<file path="src/hdl/head_axis_output_conditioner_unit_macros.svh">
// assertion helpers for the conditioner rtl
`ifndef HEAD_AXIS_OUTPUT_CONDITIONER_UNIT_MACROS_SVH
`define HEAD_AXIS_OUTPUT_CONDITIONER_UNIT_MACROS_SVH

// same-cycle implication
`define HAOC_ASSERT_NOW(label, clk, rst, ante, cons, msg) \
   label: assert property (@(posedge clk) disable iff (rst) (ante) |-> (cons)) \
      else $error(msg);

// next-cycle implication
`define HAOC_ASSERT_NEXT(label, clk, rst, ante, cons, msg) \
   label: assert property (@(posedge clk) disable iff (rst) (ante) |=> (cons)) \
      else $error(msg);

`endif

</file>
<file path="src/hdl/haoc_pkg.sv">
`default_nettype none

package haoc_pkg;

   // field widths
   localparam int ANGLE_WIDTH  = 15;
   localparam int DIFF_WIDTH   = 17;
   localparam int GAIN_WIDTH   = 13;
   localparam int BETA_WIDTH   = 7;
   localparam int PULSE_WIDTH  = 12;
   localparam int CSR_IDX_WIDTH = 3;
   localparam int CSR_DATA_WIDTH = 13;

   // register reset values
   localparam int GAIN_RESET   = 256;
   localparam int CENTER_RESET = 1500;
   localparam int MIN_RESET    = 988;
   localparam int MAX_RESET    = 2012;

   // angle wrap, 1/64 degree
   localparam int WRAP_HALF    = 11520;
   localparam int WRAP_FULL    = 23040;

   localparam int PERCENT_FULL = 100;

   // filter state width, holds +-2^21 in 1/64 us
   localparam int SV_WIDTH     = 22;
   localparam int SV_BIAS      = 1 << (SV_WIDTH - 1);
   // bias keeps the dividend positive so the reciprocal product floors
   localparam int DIV_BIAS     = PERCENT_FULL * SV_BIAS + PERCENT_FULL / 2;
   localparam int RECIP_SHIFT  = 36;
   localparam logic [29:0] RECIP_MUL =
      30'((64'd1 << RECIP_SHIFT) / PERCENT_FULL + 64'd1);

   typedef enum logic [CSR_IDX_WIDTH-1:0] {
      CSR_AXIS_GAIN     = 3'd0,
      CSR_AXIS_REVERSED = 3'd1,
      CSR_SMOOTHING     = 3'd2,
      CSR_CENTER_PULSE  = 3'd3,
      CSR_MIN_PULSE     = 3'd4,
      CSR_MAX_PULSE     = 3'd5,
      CSR_WRAP_MODE     = 3'd6
   } csr_index_type;

endpackage

`default_nettype wire

</file>
<file path="src/hdl/haoc_if.sv">
`default_nettype none

interface haoc_req_if;
   logic                                    valid;
   logic                                    ready;
   logic signed [haoc_pkg::ANGLE_WIDTH-1:0] angle;
   logic                                    zero_now;

   modport source (output valid, output angle, output zero_now, input ready);
   modport sink   (input valid, input angle, input zero_now, output ready);
endinterface

interface haoc_rsp_if;
   logic                             valid;
   logic                             ready;
   logic [haoc_pkg::PULSE_WIDTH-1:0] pulse_width;

   modport source (output valid, output pulse_width, input ready);
   modport sink   (input valid, input pulse_width, output ready);
endinterface

interface haoc_csr_if;
   logic                                valid;
   logic                                ready;
   logic [haoc_pkg::CSR_IDX_WIDTH-1:0]  index;
   logic [haoc_pkg::CSR_DATA_WIDTH-1:0] data;

   modport source (output valid, output index, output data, input ready);
   modport sink   (input valid, input index, input data, output ready);
endinterface

`default_nettype wire

</file>
<file path="src/hdl/head_axis_output_conditioner_unit.sv">
// channel   dir   payload                        accepted when
// req_bus   in    angle[15] s, zero_now[1]       valid & ready
// rsp_bus   out   pulse_width[12]                valid & ready
// csr_bus   in    index[3], data[13]             valid & ready (always ready)
//
// under 8 states a sample is taken only in idle, steps through scale, mix1, mix2,
// sum, div, store, out before the next is taken; one shared 31x31 multiplier is
// used four times (gain, two filter weights, divide by 100 through a reciprocal).
// the result sits in an output register; a stalled rsp holds the sequencer
// in its last state until the beat leaves.
// synchronous reset restores register defaults and clears offset and filter.
`default_nettype none

`include "head_axis_output_conditioner_unit_macros.svh"

module head_axis_output_conditioner_unit (
   input  wire logic   clock,
   input  wire logic   reset,
   haoc_req_if.sink    req_bus,
   haoc_rsp_if.source  rsp_bus,
   haoc_csr_if.sink    csr_bus
);

   typedef enum logic [2:0] {
      S_IDLE, S_SCALE, S_MIX1, S_MIX2, S_SUM, S_DIV, S_STORE, S_OUT
   } state_type;

   localparam int DW = haoc_pkg::DIFF_WIDTH;
   localparam int SW = haoc_pkg::SV_WIDTH;
   localparam int PW = haoc_pkg::PULSE_WIDTH;

   state_type state_ff, state_in;

   logic [haoc_pkg::GAIN_WIDTH-1:0] gain_ff, gain_in;
   logic                            reversed_ff, reversed_in;
   logic [haoc_pkg::BETA_WIDTH-1:0] smooth_ff, smooth_in;
   logic [PW-1:0]                   center_ff, center_in;
   logic [PW-1:0]                   min_ff, min_in;
   logic [PW-1:0]                   max_ff, max_in;
   logic                            wrap_ff, wrap_in;

   logic signed [haoc_pkg::ANGLE_WIDTH-1:0] zero_offset_ff, zero_offset_in;
   logic signed [SW-1:0]                    sv_ff, sv_in;

   logic signed [DW-1:0] diff_ff, diff_in;
   logic signed [SW-1:0] scaled_ff, scaled_in;
   logic signed [27:0]   acc_ff, acc_in;
   logic [28:0]          x_ff, x_in;
   logic signed [61:0]   mul_p_ff, mul_p_in;
   logic signed [30:0]   mul_a, mul_b;

   logic          rsp_valid_ff, rsp_valid_in;
   logic [PW-1:0] pulse_ff, pulse_in;

   logic                                    req_fire;
   logic signed [haoc_pkg::ANGLE_WIDTH-1:0] zero_eff;
   logic signed [DW-1:0]                    diff_raw;
   logic signed [17:0]                      shifted, wrapped;
   logic [haoc_pkg::BETA_WIDTH-1:0]         beta;
   logic signed [30:0]                      rnd_scaled;
   logic signed [SW-1:0]                    scaled_mag;
   logic signed [29:0]                      x_sum;
   logic [SW-1:0]                           quot;
   logic signed [SW:0]                      rnd_sv;
   logic signed [17:0]                      pulse_s, max_s, min_s, pulse_hi;
   logic                                    out_go;

   assign req_bus.ready     = (state_ff == S_IDLE);
   assign csr_bus.ready     = 1'b1;
   assign rsp_bus.valid     = rsp_valid_ff;
   assign rsp_bus.pulse_width = pulse_ff;

   assign req_fire = req_bus.valid && req_bus.ready;
   assign out_go   = !rsp_valid_ff || rsp_bus.ready;

   // angle relative to zero, optionally folded into one turn
   always_comb begin
      zero_eff = req_bus.zero_now ? req_bus.angle : zero_offset_ff;
      diff_raw = DW'(req_bus.angle) - DW'(zero_eff);
      shifted  = 18'(diff_raw) + 18'(haoc_pkg::WRAP_HALF);
      if (shifted < 18'sd0) begin
         wrapped = shifted + 18'(haoc_pkg::WRAP_FULL);
      end else if (shifted >= 18'(haoc_pkg::WRAP_FULL)) begin
         wrapped = shifted - 18'(haoc_pkg::WRAP_FULL);
      end else begin
         wrapped = shifted;
      end
      wrapped = wrapped - 18'(haoc_pkg::WRAP_HALF);
   end

   assign beta = (smooth_ff > haoc_pkg::BETA_WIDTH'(haoc_pkg::PERCENT_FULL)) ?
                 haoc_pkg::BETA_WIDTH'(haoc_pkg::PERCENT_FULL) : smooth_ff;

   // shared multiplier operand select
   always_comb begin
      case (state_ff)
         S_SCALE: begin
            mul_a = 31'(diff_ff);
            mul_b = signed'(31'(gain_ff));
         end
         S_MIX1: begin
            mul_a = 31'(sv_ff);
            mul_b = signed'(31'(beta));
         end
         S_MIX2: begin
            mul_a = 31'(scaled_ff);
            mul_b = signed'(31'(haoc_pkg::BETA_WIDTH'(haoc_pkg::PERCENT_FULL) - beta));
         end
         S_DIV: begin
            mul_a = signed'(31'(x_ff));
            mul_b = signed'(31'(haoc_pkg::RECIP_MUL));
         end
         default: begin
            mul_a = '0;
            mul_b = '0;
         end
      endcase
      mul_p_in = 62'(mul_a) * 62'(mul_b);
   end

   always_comb begin
      // round half up, drop 8 fraction bits of the gain
      rnd_scaled = 31'(signed'(mul_p_ff[29:0])) + 31'sd128;
      scaled_mag = SW'(rnd_scaled >>> 8);
      x_sum      = 30'(acc_ff) + 30'(signed'(mul_p_ff[27:0])) + 30'(haoc_pkg::DIV_BIAS);
      quot       = mul_p_ff[haoc_pkg::RECIP_SHIFT+SW-1:haoc_pkg::RECIP_SHIFT];
      rnd_sv     = (SW+1)'(sv_ff) + (SW+1)'(32);
      pulse_s    = 18'(rnd_sv >>> 6) + signed'(18'(center_ff));
      max_s      = signed'(18'(max_ff));
      min_s      = signed'(18'(min_ff));
      pulse_hi   = (pulse_s > max_s) ? max_s : pulse_s;
      if (pulse_hi < min_s) begin
         pulse_hi = min_s;
      end
   end

   always_comb begin
      state_in       = state_ff;
      gain_in        = gain_ff;
      reversed_in    = reversed_ff;
      smooth_in      = smooth_ff;
      center_in      = center_ff;
      min_in         = min_ff;
      max_in         = max_ff;
      wrap_in        = wrap_ff;
      zero_offset_in = zero_offset_ff;
      sv_in          = sv_ff;
      diff_in        = diff_ff;
      scaled_in      = scaled_ff;
      acc_in         = acc_ff;
      x_in           = x_ff;
      pulse_in       = pulse_ff;
      rsp_valid_in   = rsp_valid_ff && !rsp_bus.ready;

      if (csr_bus.valid) begin
         case (haoc_pkg::csr_index_type'(csr_bus.index))
            haoc_pkg::CSR_AXIS_GAIN:     gain_in     = csr_bus.data[haoc_pkg::GAIN_WIDTH-1:0];
            haoc_pkg::CSR_AXIS_REVERSED: reversed_in = csr_bus.data[0];
            haoc_pkg::CSR_SMOOTHING:     smooth_in   = csr_bus.data[haoc_pkg::BETA_WIDTH-1:0];
            haoc_pkg::CSR_CENTER_PULSE:  center_in   = csr_bus.data[PW-1:0];
            haoc_pkg::CSR_MIN_PULSE:     min_in      = csr_bus.data[PW-1:0];
            haoc_pkg::CSR_MAX_PULSE:     max_in      = csr_bus.data[PW-1:0];
            haoc_pkg::CSR_WRAP_MODE:     wrap_in     = csr_bus.data[0];
            default: ;
         endcase
      end

      case (state_ff)
         S_IDLE: begin
            if (req_fire) begin
               zero_offset_in = zero_eff;
               diff_in        = wrap_ff ? DW'(wrapped) : diff_raw;
               state_in       = S_SCALE;
            end
         end
         S_SCALE: state_in = S_MIX1;
         S_MIX1: begin
            scaled_in = reversed_ff ? -scaled_mag : scaled_mag;
            state_in  = S_MIX2;
         end
         S_MIX2: begin
            acc_in   = signed'(mul_p_ff[27:0]);
            state_in = S_SUM;
         end
         S_SUM: begin
            x_in     = x_sum[28:0];
            state_in = S_DIV;
         end
         S_DIV: state_in = S_STORE;
         S_STORE: begin
            sv_in    = signed'(quot - SW'(haoc_pkg::SV_BIAS));
            state_in = S_OUT;
         end
         S_OUT: begin
            if (out_go) begin
               pulse_in     = pulse_hi[PW-1:0];
               rsp_valid_in = 1'b1;
               state_in     = S_IDLE;
            end
         end
         default: state_in = S_IDLE;
      endcase
   end

   always_ff @(posedge clock) begin
      mul_p_ff  <= mul_p_in;
      diff_ff   <= diff_in;
      scaled_ff <= scaled_in;
      acc_ff    <= acc_in;
      x_ff      <= x_in;
      pulse_ff  <= pulse_in;
      if (reset) begin
         state_ff       <= S_IDLE;
         rsp_valid_ff   <= 1'b0;
         gain_ff        <= haoc_pkg::GAIN_WIDTH'(haoc_pkg::GAIN_RESET);
         reversed_ff    <= 1'b0;
         smooth_ff      <= '0;
         center_ff      <= PW'(haoc_pkg::CENTER_RESET);
         min_ff         <= PW'(haoc_pkg::MIN_RESET);
         max_ff         <= PW'(haoc_pkg::MAX_RESET);
         wrap_ff        <= 1'b0;
         zero_offset_ff <= '0;
         sv_ff          <= '0;
      end else begin
         state_ff       <= state_in;
         rsp_valid_ff   <= rsp_valid_in;
         gain_ff        <= gain_in;
         reversed_ff    <= reversed_in;
         smooth_ff      <= smooth_in;
         center_ff      <= center_in;
         min_ff         <= min_in;
         max_ff         <= max_in;
         wrap_ff        <= wrap_in;
         zero_offset_ff <= zero_offset_in;
         sv_ff          <= sv_in;
      end
   end

   `HAOC_ASSERT_NEXT(a_accept_starts, clock, reset, req_fire, state_ff == S_SCALE,
      "accepted beat did not start the sequencer")
   `HAOC_ASSERT_NEXT(a_out_loads, clock, reset, (state_ff == S_OUT) && out_go,
      rsp_valid_ff && (state_ff == S_IDLE), "result not presented after last step")
   `HAOC_ASSERT_NOW(a_valid_source, clock, reset, $rose(rsp_valid_ff),
      $past(state_ff == S_OUT), "result appeared outside the output step")
   `HAOC_ASSERT_NEXT(a_zero_capture, clock, reset, req_fire && req_bus.zero_now,
      zero_offset_ff == $past(req_bus.angle), "zero offset not captured")

endmodule

`default_nettype wire
</file>
<file path="src/flat_wrapper.sv">
// flat-port wrapper written by rule: the top's interface ports become plain ports
module head_axis_output_conditioner_unit_flat 
  (clock, reset, req_bus_valid, req_bus_angle, req_bus_zero_now, req_bus_ready, rsp_bus_valid, rsp_bus_pulse_width, rsp_bus_ready, csr_bus_valid, csr_bus_index, csr_bus_data, csr_bus_ready);
  haoc_req_if req_bus_i ();
  haoc_rsp_if rsp_bus_i ();
  haoc_csr_if csr_bus_i ();
  input  wire logic clock;
  input  wire logic reset;
  input wire logic [$bits(req_bus_i.valid)-1:0] req_bus_valid;
  input wire logic [$bits(req_bus_i.angle)-1:0] req_bus_angle;
  input wire logic [$bits(req_bus_i.zero_now)-1:0] req_bus_zero_now;
  output wire logic [$bits(req_bus_i.ready)-1:0] req_bus_ready;
  output wire logic [$bits(rsp_bus_i.valid)-1:0] rsp_bus_valid;
  output wire logic [$bits(rsp_bus_i.pulse_width)-1:0] rsp_bus_pulse_width;
  input wire logic [$bits(rsp_bus_i.ready)-1:0] rsp_bus_ready;
  input wire logic [$bits(csr_bus_i.valid)-1:0] csr_bus_valid;
  input wire logic [$bits(csr_bus_i.index)-1:0] csr_bus_index;
  input wire logic [$bits(csr_bus_i.data)-1:0] csr_bus_data;
  output wire logic [$bits(csr_bus_i.ready)-1:0] csr_bus_ready;
  assign req_bus_i.valid = req_bus_valid;
  assign req_bus_i.angle = req_bus_angle;
  assign req_bus_i.zero_now = req_bus_zero_now;
  assign req_bus_ready = req_bus_i.ready;
  assign rsp_bus_valid = rsp_bus_i.valid;
  assign rsp_bus_pulse_width = rsp_bus_i.pulse_width;
  assign rsp_bus_i.ready = rsp_bus_ready;
  assign csr_bus_i.valid = csr_bus_valid;
  assign csr_bus_i.index = csr_bus_index;
  assign csr_bus_i.data = csr_bus_data;
  assign csr_bus_ready = csr_bus_i.ready;
  head_axis_output_conditioner_unit u_core (.clock(clock), .reset(reset), .req_bus(req_bus_i), .rsp_bus(rsp_bus_i), .csr_bus(csr_bus_i));
endmodule
</file>
<file path="config.mk">
export PLATFORM = sky130hd
export DESIGN_NAME = head_axis_output_conditioner_unit_flat
export DESIGN_NICKNAME = d
export VERILOG_FILES = /design/src/hdl/haoc_pkg.sv /design/src/hdl/haoc_if.sv /design/src/hdl/head_axis_output_conditioner_unit.sv /design/src/flat_wrapper.sv
export VERILOG_INCLUDE_DIRS = /design/src /design/src/hdl
export SDC_FILE = /design/constraint.sdc
export NUM_CORES = 2
export LEC_CHECK = 0
export ABC_AREA = 1
export BUFFER_PORTS_ARGS = -buffer_cell sky130_fd_sc_hd__buf_2
export CORE_MARGIN = 4
export CORE_UTILIZATION = 45
export DETAILED_ROUTE_END_ITERATION = 10
export HOLD_SLACK_MARGIN = 0.15
export PLACE_DENSITY_LB_ADDON = 0.3
export SYNTH_ARGS = -nofsm -noshare
export SYNTH_HDL_FRONTEND = slang
export SYNTH_SLANG_ARGS = --single-unit
</file>
<file path="constraint.sdc">
create_clock -name clock -period 13.3 [get_ports clock]
set_input_delay 1.33 -clock clock [delete_from_list [all_inputs] [get_ports clock]]
set_output_delay 1.33 -clock clock [all_outputs]
set_load 0.05 [all_outputs]
</file>
; ---- Yosys cells after proc, flatten, opt, wreduce, memory -nomap -nowiden
; Index checks and enable logic that the tools add are counted.
[classes]
add_sub_neg = 13
multipliers = 1
magnitude_cmp = 5
eq_ne = 15
mux = 15
reduce_logical = 17
[op_table]
columns = cell, n
row1 = $pmux W31 S4, 2
row2 = $mul A31 B31 Y58, 1
row3 = $mux W17, 3
row4 = $add A30 B9 Y30 const B, 1
row5 = $add A28 B28 Y29, 1
row6 = $add A29 B29 Y29 const B, 1
row7 = $pmux W3 S8, 1
row8 = $add A22 B7 Y23 const B, 1
row9 = $mux W22, 1
row10 = $neg A22 Y22, 1
row11 = $sub A22 B22 Y22 const B, 1
row12 = $eq A3 B3 Y1 const B, 7
row13 = $reduce_and A2 Y1, 10
row14 = $add A17 B13 Y18, 1
row15 = $gt A18 B13 Y1, 1
row16 = $lt A18 B13 Y1, 1
row17 = $mux W18, 1
row18 = $add A16 B15 Y17 const B, 1
row19 = $add A17 B16 Y17 const B, 1
row20 = $ge A17 B16 Y1 const B, 1
row21 = $lt A17 B1 Y1 const B, 1
row22 = $sub A17 B15 Y17 const B, 1
row23 = $sub A17 B16 Y17 const B, 1
row24 = $sub A15 B15 Y16, 1
row25 = other kinds (15), 24
[word_totals]
reg_bits = 265
in_bits = 37
output_inout_bits = 15
wordCells = 83

; ---- Depth between registers and ports, before layout
[logic_depth]
word_depth = 8
depth_mapped = 43
depth_no_buf = 42

; ---- Worst setup path before layout
; No wires, ideal clock.
[synth_path]
path_type = register to register
startpoint = register u_core.state_ff[0]
endpoint = register u_core.mul_p_ff[57]
setup_time_ns = 0.120
arrival_time_ns = 9.607
t_required_ns = 13.180
slack_ns = 3.573
stages_incl_launch_ff = 34
path_buffers = 1
period_less_slack_ns = 9.727
cell_sequence = dfxtp_1 inv_1 ha_1 inv_1 nor2_1 inv_1 o211ai_1 nand2_1 clkbuf_1 nor2_1 fa_1 fa_1 ha_1 inv_1 fa_1 inv_1 fa_1 fa_1 inv_1 fa_1 fa_1 inv_1 ha_1 nand2_1 nor2_1 nand2_1 inv_1 a221oi_1 nand3_1 nand2_1 o211ai_1 a31oi_1 o21ai_0 xnor2_1
[synth_via]
elab_chain_cells = 3
word_cells_on_any_way = 7
cone_classes = mul (1) / eq/ne (4) / mux (2)
[synth_rtl]
columns = element, line
row1 = "start, declared", head_axis_output_conditioner_unit.sv:32  ; state_type state_ff, state_in;
row2 = "start signal, assigned", head_axis_output_conditioner_unit.sv:225  ; state_ff <= state_in;
row3 = "$eq A3 B3 Y1, or another cell as far along", head_axis_output_conditioner_unit.sv:96  ; case (state_ff)
row4 = $pmux W31 S4, head_axis_output_conditioner_unit.sv:96
row5 = $mul A31 B31 Y58 (*), head_axis_output_conditioner_unit.sv:118  ; mul_p_in = 62'(mul_a) * 62'(mul_b);
row6 = via u_core.mul_p_in[57], head_axis_output_conditioner_unit.sv:49  ; logic signed [61:0] mul_p_ff, mul_p_in;
row7 = "end signal, assigned", head_axis_output_conditioner_unit.sv:206  ; mul_p_ff <= mul_p_in;
row8 = "end, declared", head_axis_output_conditioner_unit.sv:49
; Mark *: on every way through the listed nets, which the timed path passes. The rest lies on a longest branch.
; A chain may end at the register's enable or synchronous reset.

; ---- Worst setup path after layout
[layout_path]
startpoint = register u_core.state_ff[1]
endpoint = register u_core.mul_p_ff[57]
; The elaborated chain is that of the path after synthesis.

==> summary.md <==
| Metric | Value |
|---|---|
| Worst vdd ir | `around 380 µV` |
| Most used cell, CP | `fa_1` |
| Commonest cells after routing, fill and taps aside | `inv_1 (1258), fa_1 (919), nand2_1 (613)` |
| Total track usage | `around a quarter` |
| Switching Fraction | `between 50 and 60%` |
| Bufs on Longest Clock Path | `3` |
| Setup bufs post-CTS | `0` |
| Core footprint | `93600 µm²` |
| Internal | `4900 µW` |
| Synth cell types | `60` |
| Synth area leader | `fa_1` |
| Final antenna-violating net count | `0` |
| Type of origin of the critical path | `register` |
| WS Path Type | `register to register` |
| Post-Syn Area | `around 43000 µm²` |
| Pwr dens | `237 nW/µm²` |
| Clk sinks | `259` |
| Fmax | `approximately 90 MHz` |
| Unrepaired setup endpoints after global routing | `false` |
| GPL Wtd Cong | `0.920` |
| Boundary pin count | `52` |
| Hold Crit Class | `register to register` |
| DIE AREA | `about 100000 µm²` |
| Share of layout cells above drive strength 1 | `approximately 4%` |
| Synth top area cells | `fa_1 (43%), inv_1 (11%), ha_1 (8.6%), edfxtp_1 (7.6%), dfxtp_1 (7.1%)` |
| Worst Clk Skew | `~0.02 ns` |
| Pleak | `around 0.024 µW` |
| Setup violators final | `0` |
| Sequential fraction of the synthesis area | `approximately 15%` |
| FF+latch count, synth | `~260` |
| Post-Synthesis Cells | `between 4000 and 5000` |
| Finished Core Util | `just under 50%` |
| Reg power frac | `between 10% and 20%` |
| Top cell type's share of synthesized area | `43.1%` |
| Max_cap viols | `0` |
| IO Port Bufs | `50` |
| Grt total ovfl | `0` |
| Ys async rst share | `0%` |
| Slowest CP cell | `nor2_1` |
| Critical Path AT | `~12 ns` |
| Hpwl dp | `approximately 96 mm` |
| Initial antenna violation count | `0` |
| WP data required | `approximately 14 ns` |
| Hold buffer count at CTS | `0` |
| Ys flop type | `dfxtp_1` |
| Rel. slew slack | `roughly a fifth` |
| Vias | `just over 30000` |
| Initial core utilization | `45.6%` |
| DRT Wirelength | `112 mm` |
| 1st-pass router iterations | `5` |
| Number of flops mapped to enable cells by yosys | `108` |
| Comb power frac | `around four fifths` |
| Worst Setup End Kind | `register` |
| Ys Warns | `0` |
| Die Y | `approximately 320 µm` |
| H-tree Lvls | `1` |
| Setup slack, reg-to-reg | `around 2.2 ns` |
| Fin. max-slew vios | `0` |
| First-pass GRT wire length | `181 mm` |
| Worst-Margin Slew | `approximately 1.2 ns` |
| CTS root buffer | `clkbuf_16` |
| Maximum number of pins on one net before global-route repair | `95` |
| Site Rows | `~110` |
| Inst Count DP | `between 6000 and 7000` |
| CP max FO | `21` |
| Clock share of power | `approximately 7%` |
| Final Hold Vio Count | `0` |
| Fin crit period | `between 10 and 15 ns` |
| Period utilisation layout | `between 80% and 90%` |
| Post-DR vias/cell | `4.91` |
| CTS tree | `done` |
| Status | `completed` |
| Layout area overhead | `8.71%` |
| Number of global-route vias before repair | `32500` |
| Psw | `about 6100 µW` |
| Fin cells | `~6300` |
| WL per Instance | `roughly 18 µm` |
| CP peak stage delay | `about 0.86 ns` |
| Post-Syn Area per Cell | `9.05 µm²` |
| Chip width | `about 320 µm` |
| Clock-pin slew on the worst setup and hold paths | `0.06 ns` |
| Largest delay share family, worst path | `adder cells` |
| Crit path buffers/inverters | `7` |
| Clock latency on the worst-skew pair | `roughly 0.56 ns` |
| Ant. Diodes | `0` |
| Final hold slack | `0.434 ns` |
| CTS Buf Count | `26` |
| Fin nets | `around 6300` |
| CTS-repair resized insts | `0` |
| Drt first-iter violations | `2028` |
| Remaining DRCs | `0` |
| Most common cell after layout, fill and taps aside | `inv_1` |
| Setup_tns | `0 ns` |
[path summary, 6_finish.rpt]
kind	from	end	cells past startpoint
hold / removal	u_core.mul_p_ff[1]	u_core.acc_ff[1]	0
setup reg to reg	u_core.state_ff[1]	u_core.mul_p_ff[57]	33
setup / recovery	u_core.state_ff[1]	u_core.mul_p_ff[57]	33
hold reg to reg	u_core.mul_p_ff[1]	u_core.acc_ff[1]	0
[cell usage after synthesis (all sizes together), types with 2 or more instances]
library cell	count
nand3	118
inv	1264
o21a	6
nor4	8
dfxtp	151
nand4	22
conb	2
clkbuf	77
a211oi	4
nand3b	7
a21o	5
and2	3
clkinv	7
a221oi	4
a21oi	199
a31oi	12
nor3	18
xor2	96
o21bai	8
o22ai	2
o2111ai	3
buf	8
fa	919
or2	5
a2111oi	3
a22o	17
o221ai	4
a21boi	10
xnor2	60
a22oi	2
nor2	430
nand2	629
ha	293
edfxtp	108
o21ai	179
o211ai	25
[stage by stage]
step                      instance area, µm²  worst slack (ns)  total power, µW
final                                  46400              2.25            11000
after CTS                              46400              2.38            11000
after floorplan                        43600              3.57             7710
after global placement                 45500              2.60            10100
after global routing                   46400              1.43            12200
after detailed placement               45500              2.41            10200
[routing by layer]
metal / vias to the layer above / global-route usage [%] / part of all wire [%]
met5: - / 0 / 0
met4: 0 / 4.06 / 2.1
met3: 136 / 2.25 / 5.0
li1: 14400 / - / -
met2: 704 / 39.9 / 49
met1: 15600 / 33.1 / 44
[logic make-up after synthesis]
group,after synthesis,synth area share [%]
AOI/OAI and AO/OA,487,6.47
xor gates and xnor gates,156,3.22
adders and majority gates,1212,51.7
buffers and inverters,1356,12.0
DFF,259,14.7
other,2,0.0176
and+or+nand+nor,1243,11.9
[registers in the layout, summed over array words and instances, names as in the netlist, 13 cells and up]
register,flops
u_core.sv_ff,22
u_core.mul_p_ff,52
u_core.diff_ff,17
u_core.zero_offset_ff,15
u_core.scaled_ff,22
u_core.acc_ff,28
u_core.gain_ff,13
u_core.x_ff,29
[power groups by stage]
| stage | clock network, µW | registers (µW) | logic [µW] |
|---|---|---|---|
| finish | 782 | 1280 | 8920 |
| CTS | 793 | 1280 | 8960 |
| floorplan | 0 | 1230 | 6470 |
| global route | 831 | 1290 | 10100 |
| detailed placement | 0 | 1290 | 8900 |
| global placement | 0 | 1290 | 8780 |
[area by class of cell]
class,instances,area [µm²]
flip-flops and latches,259,6270
clock buffers,36,761
clock inverters,12,124
repair buffers,108,686
fillers,8992,47200
multi-input cells,3341,32200
well taps,1254,1570
inverters,1271,4770
No activity file was read; power rests on OpenSTA's default activity.
